<file path="src/hdl/pfc_pkg.sv">
package pfc_pkg;

  // number of colour channels carried through the converter
  localparam int unsigned NUM_CHAN = 4;

  // channel slots
  localparam logic [1:0] CH_R = 2'd0;
  localparam logic [1:0] CH_G = 2'd1;
  localparam logic [1:0] CH_B = 2'd2;
  localparam logic [1:0] CH_A = 2'd3;

  // widths of the configuration port
  localparam int unsigned CFG_IDX_W = 1;
  localparam int unsigned FMT_W     = 4;

  // data widths
  localparam int unsigned WORD_W = 32;
  localparam int unsigned CHAN_W = 8;

  // pixel layout codes
  typedef enum logic [FMT_W-1:0] {
    FMT_RGB    = 4'd0,
    FMT_BGR    = 4'd1,
    FMT_RGBA   = 4'd2,
    FMT_BGRA   = 4'd3,
    FMT_ABGR   = 4'd4,
    FMT_ARGB   = 4'd5,
    FMT_RGB565 = 4'd6,
    FMT_BGR565 = 4'd7,
    FMT_L      = 4'd8,
    FMT_LA     = 4'd9
  } pixel_fmt_e;

  // configuration register indexes
  typedef enum logic [CFG_IDX_W-1:0] {
    CFG_SOURCE_FORMAT = 1'b0,
    CFG_TARGET_FORMAT = 1'b1
  } cfg_reg_e;

  // position and precision loss of one channel within a packed word
  typedef struct packed {
    logic [4:0] shift;
    logic [3:0] loss;
  } chan_layout_t;

  typedef chan_layout_t [NUM_CHAN-1:0] fmt_layout_t;

  // build a full layout from per-channel shift and loss
  function automatic fmt_layout_t mk_layout(
    input logic [4:0] r_shift, input logic [3:0] r_loss,
    input logic [4:0] g_shift, input logic [3:0] g_loss,
    input logic [4:0] b_shift, input logic [3:0] b_loss,
    input logic [4:0] a_shift, input logic [3:0] a_loss
  );
    fmt_layout_t lay;
    lay[CH_R].shift = r_shift;
    lay[CH_R].loss  = r_loss;
    lay[CH_G].shift = g_shift;
    lay[CH_G].loss  = g_loss;
    lay[CH_B].shift = b_shift;
    lay[CH_B].loss  = b_loss;
    lay[CH_A].shift = a_shift;
    lay[CH_A].loss  = a_loss;
    return lay;
  endfunction

  // layout table; a loss of 8 means the channel is absent (empty mask),
  // and undefined codes behave as a layout with no channels at all
  function automatic fmt_layout_t fmt_layout(input logic [FMT_W-1:0] fmt);
    fmt_layout_t lay;
    unique case (fmt)
      FMT_RGB:    lay = mk_layout(5'd16, 4'd0, 5'd8,  4'd0, 5'd0,  4'd0, 5'd0,  4'd8);
      FMT_BGR:    lay = mk_layout(5'd0,  4'd0, 5'd8,  4'd0, 5'd16, 4'd0, 5'd0,  4'd8);
      FMT_RGBA:   lay = mk_layout(5'd24, 4'd0, 5'd16, 4'd0, 5'd8,  4'd0, 5'd0,  4'd0);
      FMT_BGRA:   lay = mk_layout(5'd8,  4'd0, 5'd16, 4'd0, 5'd24, 4'd0, 5'd0,  4'd0);
      FMT_ABGR:   lay = mk_layout(5'd0,  4'd0, 5'd8,  4'd0, 5'd16, 4'd0, 5'd24, 4'd0);
      FMT_ARGB:   lay = mk_layout(5'd16, 4'd0, 5'd8,  4'd0, 5'd0,  4'd0, 5'd24, 4'd0);
      FMT_RGB565: lay = mk_layout(5'd11, 4'd3, 5'd5,  4'd2, 5'd0,  4'd3, 5'd0,  4'd8);
      FMT_BGR565: lay = mk_layout(5'd0,  4'd3, 5'd5,  4'd2, 5'd11, 4'd3, 5'd0,  4'd8);
      FMT_L:      lay = mk_layout(5'd0,  4'd0, 5'd0,  4'd0, 5'd0,  4'd0, 5'd0,  4'd8);
      FMT_LA:     lay = mk_layout(5'd0,  4'd0, 5'd0,  4'd0, 5'd0,  4'd0, 5'd8,  4'd0);
      default:    lay = mk_layout(5'd0,  4'd8, 5'd0,  4'd8, 5'd0,  4'd8, 5'd0,  4'd8);
    endcase
    return lay;
  endfunction

endpackage

</file>
<file path="src/hdl/pixel_format_converter.sv">
// Packed pixel format converter.
// Input channel: pixel_word_i with in_valid_i / in_ready_o; one request is
// one packed source pixel (little-endian, unused upper bytes ignored).
// Output channel: converted_word_o with out_valid_o / out_ready_i; one result
// per request, in order, bytes beyond the target format size are zero.
// Config channel: cfg_valid_i / cfg_ready_o with cfg_index_i (0 source
// format, 1 target format) and cfg_data_i; always ready. Write only while
// no request is in flight.
// Pipeline: an accepted request is captured in the input register, and its
// conversion is then loaded into the result register that drives the output.
// Throughput: one pixel per cycle while the receiver does not stall; the
// limit is the single result register feeding the output channel.
// Reset: both formats return to RGBA and the pipeline is emptied.
// Receiver stall: the result register holds its word, the input register
// fills, and in_ready_o drops once both stages are occupied.
module pixel_format_converter (
  input  logic                           clk_i,
  input  logic                           rst_ni,
  input  logic                           cfg_valid_i,
  output logic                           cfg_ready_o,
  input  logic [pfc_pkg::CFG_IDX_W-1:0]  cfg_index_i,
  input  logic [pfc_pkg::FMT_W-1:0]      cfg_data_i,
  input  logic                           in_valid_i,
  output logic                           in_ready_o,
  input  logic [pfc_pkg::WORD_W-1:0]     pixel_word_i,
  output logic                           out_valid_o,
  input  logic                           out_ready_i,
  output logic [pfc_pkg::WORD_W-1:0]     converted_word_o
);
  import pfc_pkg::*;

  logic [FMT_W-1:0]  src_fmt_q, src_fmt_d;
  logic [FMT_W-1:0]  dst_fmt_q, dst_fmt_d;
  logic              s1_valid_q, s1_valid_d;
  logic [WORD_W-1:0] s1_word_q;
  logic              out_valid_q, out_valid_d;
  logic [WORD_W-1:0] out_word_q;
  logic [WORD_W-1:0] conv_word;
  logic              in_fire;
  logic              out_load;
  logic              cfg_fire;

  // format registers
  assign cfg_ready_o = 1'b1;
  assign cfg_fire    = cfg_valid_i & cfg_ready_o;

  always_comb begin
    src_fmt_d = src_fmt_q;
    dst_fmt_d = dst_fmt_q;
    if (cfg_fire) begin
      unique case (cfg_index_i)
        CFG_SOURCE_FORMAT: src_fmt_d = cfg_data_i;
        CFG_TARGET_FORMAT: dst_fmt_d = cfg_data_i;
        default: ;
      endcase
    end
  end

  // handshake control
  assign out_load   = ~out_valid_q | out_ready_i;
  assign in_ready_o = ~s1_valid_q | out_load;
  assign in_fire    = in_valid_i & in_ready_o;

  assign s1_valid_d  = in_fire | (s1_valid_q & ~out_load);
  assign out_valid_d = out_load ? s1_valid_q : out_valid_q;

  always_ff @(posedge clk_i or negedge rst_ni) begin
    if (!rst_ni) begin
      src_fmt_q   <= FMT_RGBA;
      dst_fmt_q   <= FMT_RGBA;
      s1_valid_q  <= 1'b0;
      out_valid_q <= 1'b0;
    end else begin
      src_fmt_q   <= src_fmt_d;
      dst_fmt_q   <= dst_fmt_d;
      s1_valid_q  <= s1_valid_d;
      out_valid_q <= out_valid_d;
    end
  end

  // conversion datapath
  pfc_convert u_convert (
    .src_fmt_i        (src_fmt_q),
    .dst_fmt_i        (dst_fmt_q),
    .pixel_word_i     (s1_word_q),
    .converted_word_o (conv_word)
  );

  // payload registers
  always_ff @(posedge clk_i) begin
    if (in_fire) begin
      s1_word_q <= pixel_word_i;
    end
    if (out_load && s1_valid_q) begin
      out_word_q <= conv_word;
    end
  end

  assign out_valid_o      = out_valid_q;
  assign converted_word_o = out_word_q;

endmodule

</file>
<file path="src/hdl/pfc_convert.sv">
module pfc_convert (
  input  logic [pfc_pkg::FMT_W-1:0]  src_fmt_i,
  input  logic [pfc_pkg::FMT_W-1:0]  dst_fmt_i,
  input  logic [pfc_pkg::WORD_W-1:0] pixel_word_i,
  output logic [pfc_pkg::WORD_W-1:0] converted_word_o
);
  import pfc_pkg::*;

  fmt_layout_t src_lay;
  fmt_layout_t dst_lay;

  assign src_lay = fmt_layout(src_fmt_i);
  assign dst_lay = fmt_layout(dst_fmt_i);

  // unpack each channel to 8 bits, then repack into the target layout
  always_comb begin
    logic [CHAN_W-1:0] field;
    logic [CHAN_W-1:0] keep;
    logic [CHAN_W-1:0] chan_val;
    logic [CHAN_W-1:0] narrow;
    logic [WORD_W-1:0] acc;
    acc = '0;
    for (int unsigned c = 0; c < NUM_CHAN; c++) begin
      // extract: low bits zero filled, no replication
      field    = CHAN_W'(pixel_word_i >> src_lay[c].shift);
      keep     = 8'hff >> src_lay[c].loss;
      chan_val = (field & keep) << src_lay[c].loss;
      // pack: drop the low bits the target cannot hold
      narrow   = chan_val >> dst_lay[c].loss;
      acc      = acc | ({{(WORD_W-CHAN_W){1'b0}}, narrow} << dst_lay[c].shift);
    end
    converted_word_o = acc;
  end

endmodule
</file>
<file path="config.mk">
export PLATFORM = sky130hd
export DESIGN_NAME = pixel_format_converter
export DESIGN_NICKNAME = d
export VERILOG_FILES = /design/src/hdl/pfc_pkg.sv /design/src/hdl/pixel_format_converter.sv /design/src/hdl/pfc_convert.sv
export SDC_FILE = /design/constraint.sdc
export NUM_CORES = 1
export LEC_CHECK = 0
export ABC_AREA = 1
export BUFFER_PORTS_ARGS = -buffer_cell sky130_fd_sc_hd__clkbuf_2
export CAP_MARGIN = 10
export CELL_PAD_IN_SITES_DETAIL_PLACEMENT = 1
export CELL_PAD_IN_SITES_GLOBAL_PLACEMENT = 2
export CORE_AREA = 2 2 146 148
export CTS_CLUSTER_DIAMETER = 80
export DETAILED_ROUTE_END_ITERATION = 10
export DIE_AREA = 0 0 148 150
export PLACE_DENSITY_LB_ADDON = 0.1
export SLEW_MARGIN = 10
export SYNTH_ARGS = -nofsm -noshare
export SYNTH_HDL_FRONTEND = slang
export SYNTH_SLANG_ARGS = --single-unit
</file>
<file path="constraint.sdc">
create_clock -name clk_i -period 2.6 [get_ports clk_i]
set_input_delay 0.39 -clock clk_i [delete_from_list [all_inputs] [get_ports clk_i]]
set_output_delay 0.39 -clock clk_i [all_outputs]
set_load 0.01 [all_outputs]
</file>
==> results.yml, run 1 <==
worst_setup_path:
  cp-endpoint: "converted_word_o[15]"
  cp.arrival_ps: 2590
  reg2reg_to: "converted_word_o[15]"
  startpoint: "src_fmt_q[1]"
  r2r_start: "src_fmt_q[1]"
  cp_slowest_cell: "dfstp_2"
  critPathBufInv: 2
  cp.depth: 12
  crit_path_cell_trace: "inv_2 > ha_1 > or2_1 > nand2_2 > buf_6 > a21oi_1 > nand2_1 > nand2_1 > nand2_1 > nand3_2 > nand4_1 > nand3_1"
  critPathTopFamily: "simple AND/OR/NAND/NOR gates"
  path_max_fanout: 6
  rr_worst_depth: 12
  slowest_delay_ps: 590
  rrSetupSlack_ps: 100
  startpoint_type: "register"
  cp_common_cell: "nand2_1"
  cp-end-kind: "register"
  cp_data_required_time_ps: 2690
  criticalPathCategory: "register to register"
power:
  power_frac_comb_pct: 44.2
  p_sw_mw: 2.28
  p_int_mw: 2.99
  power_frac_clock_pct: 25.0
  vdd.ir_drop.worst_mv: 0.275
  p_seq_share_pct: 30.8
  power_leakage_nw: 3.52
  p_per_area_nw_per_um2: 696
  p_sw_share_pct: 43.2
detailed_routing:
  post_drt_wl_per_cell_um: 22.2
  vias: 6711
  drcViolationCount: 0
  ant_nets: 0
  firstDrtPassIters: 5
  viasPerCell: 5.39
  drt-total-wl_mm: 27.6
  drt-initial-drc-count: 485
place:
  place_hpwl_mm: 21.4
  gp_congestion: 0.941
  pre_cts_slack_ps: -125
  postPlaceCellArea_um2: 7090
  port_buffers: 75
floorplanning:
  initial_core_util_pct: 29.4
  fp.dieArea_um2: 22200
  rows: 53
  coreArea_um2: 20700
  die_h_um: 150
  io_pins: 77
  die_x_um: 148
clock_network:
  insertion_delay_ps: 360
  clk_pin_slew_ps: 70
  cts_tree: "done"
  clock_path_buffers: 2
  htreeDepth: 3
  clock-sinks: 74
  cts_buffers: 9
  clock-root-buffer: "clkbuf_16"
synthesis:
  netlist_area_um2: 6080
  ys_ff_latch: 74
  synth_top_area_share_pct: 31.6
  syn-num-nets: 897
  yosysWarnings: 0
  ys_seq_area_share_pct: 35.8
  async_flop_share_pct: 13.5
  ys_top_cells_by_area: "edfxtp_1 (32%), nand2_1 (15%), nand3_1 (11%)"
  synth_flop_cell: "edfxtp_1"
  syn_inst: 847
  postSynthAreaPerCell_um2: 7.18
  synth_top_cell_by_area: "edfxtp_1"
  ys_types: 44
  synth_edf_count: 64
timing:
  timing.final.ws_setup_ps: 95.5
  setup_tns_ps: 0
  relSlewSlack_pct: 51.2
  hold_viol: 0
  rsz0062_at_grt: "yes"
  setup_viol: 0
  drv_slew: 0
  fmax_mhz: 399
  period_needed_ps: 2500
  worst_pin_slew_ps: 729
  fin_crit_sh_pct: 96.3
  skew_ps: 12.4
cells_and_area:
  num_antenna_cells: 0
  drive_above_1_share_pct: 25.5
  final_cell_area_um2: 7560
  final_cell_mix: "nand2_1 (242), nand3_1 (135), clkbuf_2 (75)"
  final_nets: 1016
  final_common_cell: "nand2_1"
  area_growth_pct: 24.4
  fillerInstances: 2671
global_route:
  grt_pass1_wl_mm: 42.5
  grt_overflow: 0
  grt.total_usage_pct: 25.4
  antenna_found_initial: 0
  grt_max_degree: 33
  grt_pass1_vias: 6840
min_path:
  hp-class: "input pin to register"
job:
  drv_cap: 0
run_status:
  status: "finished, final reports clean"
-- cell type report --
class	count	area (um^2)	share of cell area, %
Timing Repair Buffer	143	946	12.5
Inverter	79	312	4.12
Clock inverter	6	66.3	0.877
Tap cell	275	344	4.55
Sequential cell	74	2180	28.8
Clock buffer	10	229	3.03
Multi-Input combinational cell	659	3490	46.1
-- Yosys cell counts, types with 9 or more instances --
library cell  number
a21oi_1           34
nor2_1            36
nand3_2           17
o21ai_0           39
o21ai_1           10
nand4_1           52
inv_1             65
buf_2             17
inv_2             12
nand2_1          249
clkbuf_1           9
edfxtp_1          64
nand3_1          137
nand2_2           15
-- per-stage QoR --
stage	hold slack, ps	instances	utilization [%]	total power [mW]
floorplan	94.4	847	-	2.97
global placement	270	1222	34.3	3.83
detailed placement	271	1222	34.3	3.87
CTS	192	1241	36.0	5.24
global route	197	1246	36.6	5.57
finish	201	1246	36.6	5.27
-- power by group through the flow --
| stage | clock network (mW) | logic, mW | registers, mW |
|---|---|---|---|
| finish | 1.31 | 2.33 | 1.62 |
| global route | 1.38 | 2.55 | 1.64 |
| CTS | 1.35 | 2.26 | 1.62 |
| detailed placement | 0 | 2.22 | 1.65 |
| global placement | 0 | 2.18 | 1.65 |
| floorplan | 0 | 1.33 | 1.64 |
-- timing repair --
action	in CTS	in global routing
hold buffers	1	0
endpoints found under the setup margin	18	31
gates resized for setup	6	22
cloned	1	0
pin swaps	2	3
hold endpoints to repair	8	0
buffers inserted	1	5
-- cell families (layout without fill, tap and decap cells) --
family	after synthesis	in the layout	share of synthesized area [%]
buffers and inverters	115	238	8.46
DFF	74	74	35.8
and+or+nand+nor	538	538	43.6
adders and majority gates	8	8	1.65
AOI/OAI and AO/OA	111	112	10.5
other	1	1	0.0617
-- how the worst min path moves through the flow --
stage / start / end / slack [ps] / cells past startpoint
5_1_grt: pixel_word_i[31] / s1_word_q[31] / 200 / 1
4_1_cts: pixel_word_i[11] / s1_word_q[11] / 190 / 1
3_5_place_dp: rst_ni / s1_valid_q / 270 / 1
2_1_floorplan: rst_ni / dst_fmt_q[0] / 90 / 0
3_3_place_gp: rst_ni / s1_valid_q / 270 / 1
6_report: pixel_word_i[11] / s1_word_q[11] / 200 / 1
-- flip-flops by register name, indices dropped and copies added (netlist names) --
| name | cells |
|---|---|
| src_fmt_q | 4 |
| out_valid_o | 1 |
| s1_word_q | 32 |
| dst_fmt_q | 4 |
| converted_word_o | 32 |
| s1_valid_q | 1 |
-- per-layer routing --
metal | up-vias | routed length [um] | track usage, %
met1 | 3306 | 13200 | 35.7
met3 | 31 | 1310 | 3.99
met4 | 0 | 604 | 7.67
met5 | - | 0 | 0
li1 | 3171 | - | -
met2 | 203 | 12500 | 40.0
Power figures use the tool's default switching activity.
==> inputs of run 2 (changes only) <==
PLACE_DENSITY = 0.79   (was not set)
PLACE_DENSITY_LB_ADDON = not set   (was 0.1)
RECOVER_POWER = 100   (was not set)
==> results.yml, run 2 (synthesis results as in run 1) <==
timing:
  period_needed_ps: 2480
  worst_pin_slew_ps: 620
  timing.final.ws_setup_ps: 117
  skew_ps: 9.53
  hold_viol: 0
  setup_tns_ps: 0
  setup_viol: 0
  timing.hold.ws_ps: 209
  fmax_mhz: 403
  rsz0062_at_grt: "yes"
  fin_crit_sh_pct: 95.5
  relSlewSlack_pct: 58.5
  drv_slew: 0
worst_setup_path:
  cp.arrival_ps: 2570
  cp-end-kind: "register"
  startpoint_type: "register"
  startpoint: "src_fmt_q[1]"
  cp_data_required_time_ps: 2680
  path_max_fanout: 6
  r2r_start: "src_fmt_q[1]"
  criticalPathCategory: "register to register"
global_route:
  grt_max_degree: 33
  grt.total_usage_pct: 22.1
  grt_pass1_vias: 6374
  grt_pass1_wl_mm: 37.4
  antenna_found_initial: 0
  grt_overflow: 0
clock_network:
  clock-sinks: 74
  clock_path_buffers: 2
  clock-root-buffer: "clkbuf_16"
  clk_pin_slew_ps: 70
  htreeDepth: 3
  cts_buffers: 9
  insertion_delay_ps: 350
  cts_tree: "done"
detailed_routing:
  ant_nets: 0
  drcViolationCount: 0
  drt-initial-drc-count: 428
  vias: 6478
  post_drt_wl_per_cell_um: 19.7
  drt-total-wl_mm: 24.3
  viasPerCell: 5.25
  firstDrtPassIters: 4
place:
  place_hpwl_mm: 19.2
  postPlaceCellArea_um2: 6990
  gp_congestion: 0.964
  pre_cts_slack_ps: 28.4
  port_buffers: 75
floorplanning:
  die_x_um: 148
  fp.dieArea_um2: 22200
  coreArea_um2: 20700
  rows: 53
  io_pins: 77
  die_h_um: 150
  initial_core_util_pct: 29.4
cells_and_area:
  area_growth_pct: 22.8
  num_antenna_cells: 0
  final_cell_area_um2: 7470
  final_nets: 1005
  drive_above_1_share_pct: 24.8
  fin_util_pct: 36.1
  final_common_cell: "nand2_1"
  final_cell_mix: "nand2_1 (241), nand3_1 (137), clkbuf_2 (74)"
power:
  power_leakage_nw: 3.45
  p_per_area_nw_per_um2: 672
  vdd.ir_drop.worst_mv: 0.378
job:
  drv_cap: 0
min_path:
  hp-class: "input pin to register"
  hp-start: "pixel_word_i[26]"
run_status:
  status: "finished, final reports clean"
-- run 2: cell types whose count changed in the layout (fill, tap and decap cells not counted), sizes merged --
cell	delta
buf	-12
bufinv	-1
inv	+1
clkinv	+3
a21oi	-1
clkinvlp	-2
clkbuf	+1
-- run 2: layer usage --
metal	vias to the layer above	share of wire, %	GRT usage, %
met5	-	0	0
met4	0	3.5	8.71
met3	48	4.7	3.60
met2	184	46	35.9
met1	3109	45	29.4
li1	3137	-	-
-- run 2: worst max-delay path, cell delays in order, from the launching register on --
cell     delay (ps)
dfstp_2         630
inv_2           110
ha_1            210
or2_4           270
nand2_4         100
buf_4           140
a21oi_1          50
nand2_1          90
nand2_1         110
nand2_1         100
nand3_1         170
nand4_1         120
nand3_1         100
-- run 2: power by group --
part           switching (mW)  internal, mW  leakage, nW  total (mW)
Clock                   0.540         0.653        0.136        1.19
Combinational            1.48         0.712         2.58        2.20
Sequential              0.125          1.50        0.737        1.63
-- run 2: through the flow --
step                      cells  power (mW)
final                      1235        5.02
after global routing       1235        5.34
after CTS                  1224        4.96
after detailed placement   1207        3.75
after global placement     1207        3.73
after floorplan             847        2.97
-- run 2: worst paths after layout --
path                                         to  depth (start not counted)  slack (ps)
setup / recovery           converted_word_o[15]                         12         120
hold / removal                    s1_word_q[26]                          1         210
setup reg to reg           converted_word_o[15]                         12         120
hold reg to reg                     out_valid_o                          2         510
max in group asynchronous          src_fmt_q[3]                          2        1660
min in group asynchronous            s1_valid_q                          2         540
-- run 2: area by class of cell --
class | instances | area, um^2
fill | 2637 | 13200
multi-input combinational | 658 | 3480
sequential | 74 | 2180
timing repair buffer | 133 | 881
tap | 275 | 344
inverter | 79 | 309
clock buffer | 9 | 225
clock inverter | 7 | 52.6
-- run 2: timing repair --
action	in CTS	in global routing
resized for setup	0	32
hold endpoints to repair	8	0
setup endpoints to repair	0	32
setup buffers	0	11
hold buffers	1	0
==> inputs of run 3 (changes only) <==
ABC_AREA = not set   (was 1)
CORE_AREA = 2 2 137 139   (was 2 2 146 148)
DIE_AREA = 0 0 139 141   (was 0 0 148 150)
PLACE_DENSITY = 0.8   (was 0.79)
==> results.yml, run 3 <==
run_status:
  status: "finished with violations"
  violations: "negative setup slack"
timing:
  timing.final.ws_setup_ps: -303
  drv_slew: 0
  worst_pin_slew_ps: 1200
  relSlewSlack_pct: 19.8
  fin_crit_sh_pct: 112
  fmax_mhz: 344
  setup_viol: 32
  period_needed_ps: 2900
  skew_ps: 9.96
  rsz0062_at_grt: "yes"
  hold_viol: 0
cells_and_area:
  area_growth_pct: 43.6
  final_cell_mix: "buf_4 (187), nand2_1 (74), edfxtp_1 (64)"
  final_common_cell: "buf_4"
  regArea_um2: 2180
  final_cell_area_um2: 8490
  multi_input_area_um2: 3730
  drive_above_1_share_pct: 38.1
  fillerInstances: 2172
  fin_util_pct: 46.5
  num_antenna_cells: 0
  final_nets: 953
power:
  p_seq_share_pct: 27.5
  power_frac_clock_pct: 20.5
  p_sw_share_pct: 40.2
  p_sw_mw: 2.33
  power_frac_comb_pct: 52.0
  vdd.ir_drop.worst_mv: 0.360
  p_per_area_nw_per_um2: 683
  p_int_mw: 3.47
  finalPower_mw: 5.80
  power_leakage_nw: 3.44
global_route:
  grt.total_usage_pct: 27.7
  grt_pass1_vias: 7219
  antenna_found_initial: 0
  grt_overflow: 0
  grt_pass1_wl_mm: 41.7
  grt_max_degree: 33
detailed_routing:
  post_drt_wl_per_cell_um: 23.8
  viasPerCell: 5.95
  drt-total-wl_mm: 27.2
  firstDrtPassIters: 5
  ant_nets: 0
  drcViolationCount: 0
  vias: 6797
  drt-initial-drc-count: 500
floorplanning:
  initial_core_util_pct: 32.4
  rows: 50
  die_x_um: 139
  coreArea_um2: 18300
  die_h_um: 141
  fp.dieArea_um2: 19600
  io_pins: 77
clock_network:
  cts_buffers: 9
  clock_path_buffers: 2
  clk_pin_slew_ps: 70
  clock-sinks: 74
  htreeDepth: 3
  cts_tree: "done"
  insertion_delay_ps: 360
  clock-root-buffer: "clkbuf_16"
job:
  drv_cap: 0
synthesis:
  synth_edf_count: 64
  ys_top_cells_by_area: "edfxtp_1 (32%), nand2_1 (4.8%), mux2i_1 (3.9%)"
  synth_most_common_cell: "nand2_1"
  ys_types: 81
  yosysWarnings: 0
  syn-num-nets: 715
  ys_top_cells_by_count: "nand2_1 (75), edfxtp_1 (64), nor2_1 (59)"
  async_flop_share_pct: 13.5
  synth_top_area_share_pct: 32.5
  synth_top_cell_by_area: "edfxtp_1"
  postSynthAreaPerCell_um2: 8.90
  syn_inst: 665
  ys_ff_latch: 74
  synth_flop_cell: "edfxtp_1"
  ys_seq_area_share_pct: 36.8
  netlist_area_um2: 5920
worst_setup_path:
  cp_data_required_time_ps: 2690
  criticalPathCategory: "register to register"
  cp.arrival_ps: 3000
  cp-end-kind: "register"
  path_max_fanout: 16
  startpoint_type: "register"
  rr_worst_depth: 9
min_path:
  hold_depth: 1
  hp-class: "input pin to register"
place:
  postPlaceCellArea_um2: 7920
  place_hpwl_mm: 21.5
  port_buffers: 75
  gp_congestion: 0.993
## run 3: final timing paths
path	startpoint	end	slack [ps]
setup / recovery	src_fmt_q[1]	converted_word_o[23]	-300
hold / removal	pixel_word_i[22]	s1_word_q[22]	200
setup reg to reg	src_fmt_q[1]	converted_word_o[23]	-300
hold reg to reg	s1_valid_q	out_valid_o	490
max in group asynchronous	rst_ni	src_fmt_q[2]	1610
min in group asynchronous	rst_ni	out_valid_o	560
## run 3: layout make-up
class / count / area share (%)
Inverter: 16 / 0.781
Clock buffer: 10 / 2.70
Tap cell: 234 / 3.45
Sequential cell: 74 / 25.6
Timing Repair Buffer: 277 / 23.0
Multi-Input combinational cell: 525 / 44.0
Clock inverter: 6 / 0.486
## run 3: timing repair
action | in CTS | in global routing
setup endpoints to repair | 32 | 32
pin swaps | 8 | 5
gates resized for setup | 35 | 33
setup buffers | 6 | 2
hold buffers | 1 | 0
hold endpoints to repair | 8 | 0
## run 3: power by group through the flow
stage	logic, mW	registers (mW)	clock network, mW
5_1_grt	3.21	1.61	1.25
4_1_cts	2.90	1.59	1.21
3_5_place_dp	2.77	1.62	0
3_3_place_gp	2.70	1.61	0
2_1_floorplan	1.40	1.63	0
6_report	3.02	1.59	1.19
## run 3: per-layer routing
metal / routed length [um] / up-vias / track usage [%]
li1: - / 3032 / -
met1: 10600 / 3360 / 31.0
met2: 13700 / 308 / 49.3
met3: 1320 / 97 / 4.96
met4: 1560 / 0 / 16.8
met5: 0 / - / 0
## run 3: kinds of logic after synthesis
logic type | count (synthesis) | share of synthesized area, %
buffers and inverters | 66 | 5.52
flip-flops | 74 | 36.8
adder cells (fa/ha/maj) | 8 | 1.69
multiplexers | 38 | 7.51
other | 1 | 0.0634
XOR/XNOR | 5 | 0.740
AND/OR/NAND/NOR | 254 | 20.9
AO/OA/AOI/OAI | 219 | 26.8
## run 3: per-stage QoR
step	std cells	hold slack (ps)	setup slack (ps)	setup TNS [ps]
2_1_floorplan	665	94.4	-188	-1030
3_3_place_gp	1117	263	-419	-6750
3_5_place_dp	1117	275	-468	-9060
4_1_cts	1140	197	-232	-5210
5_1_grt	1142	201	-395	-9470
6_report	1142	204	-303	-6340
## run 3: critical path, stage by stage, from the launching register on
cell	delay, ps
dfstp_2	640
ha_2	240
buf_12	150
buf_4	160
mux4_2	340
o311ai_4	270
a2bb2oi_2	240
a2bb2oi_2	240
nor2_1	70
a221o_1	290
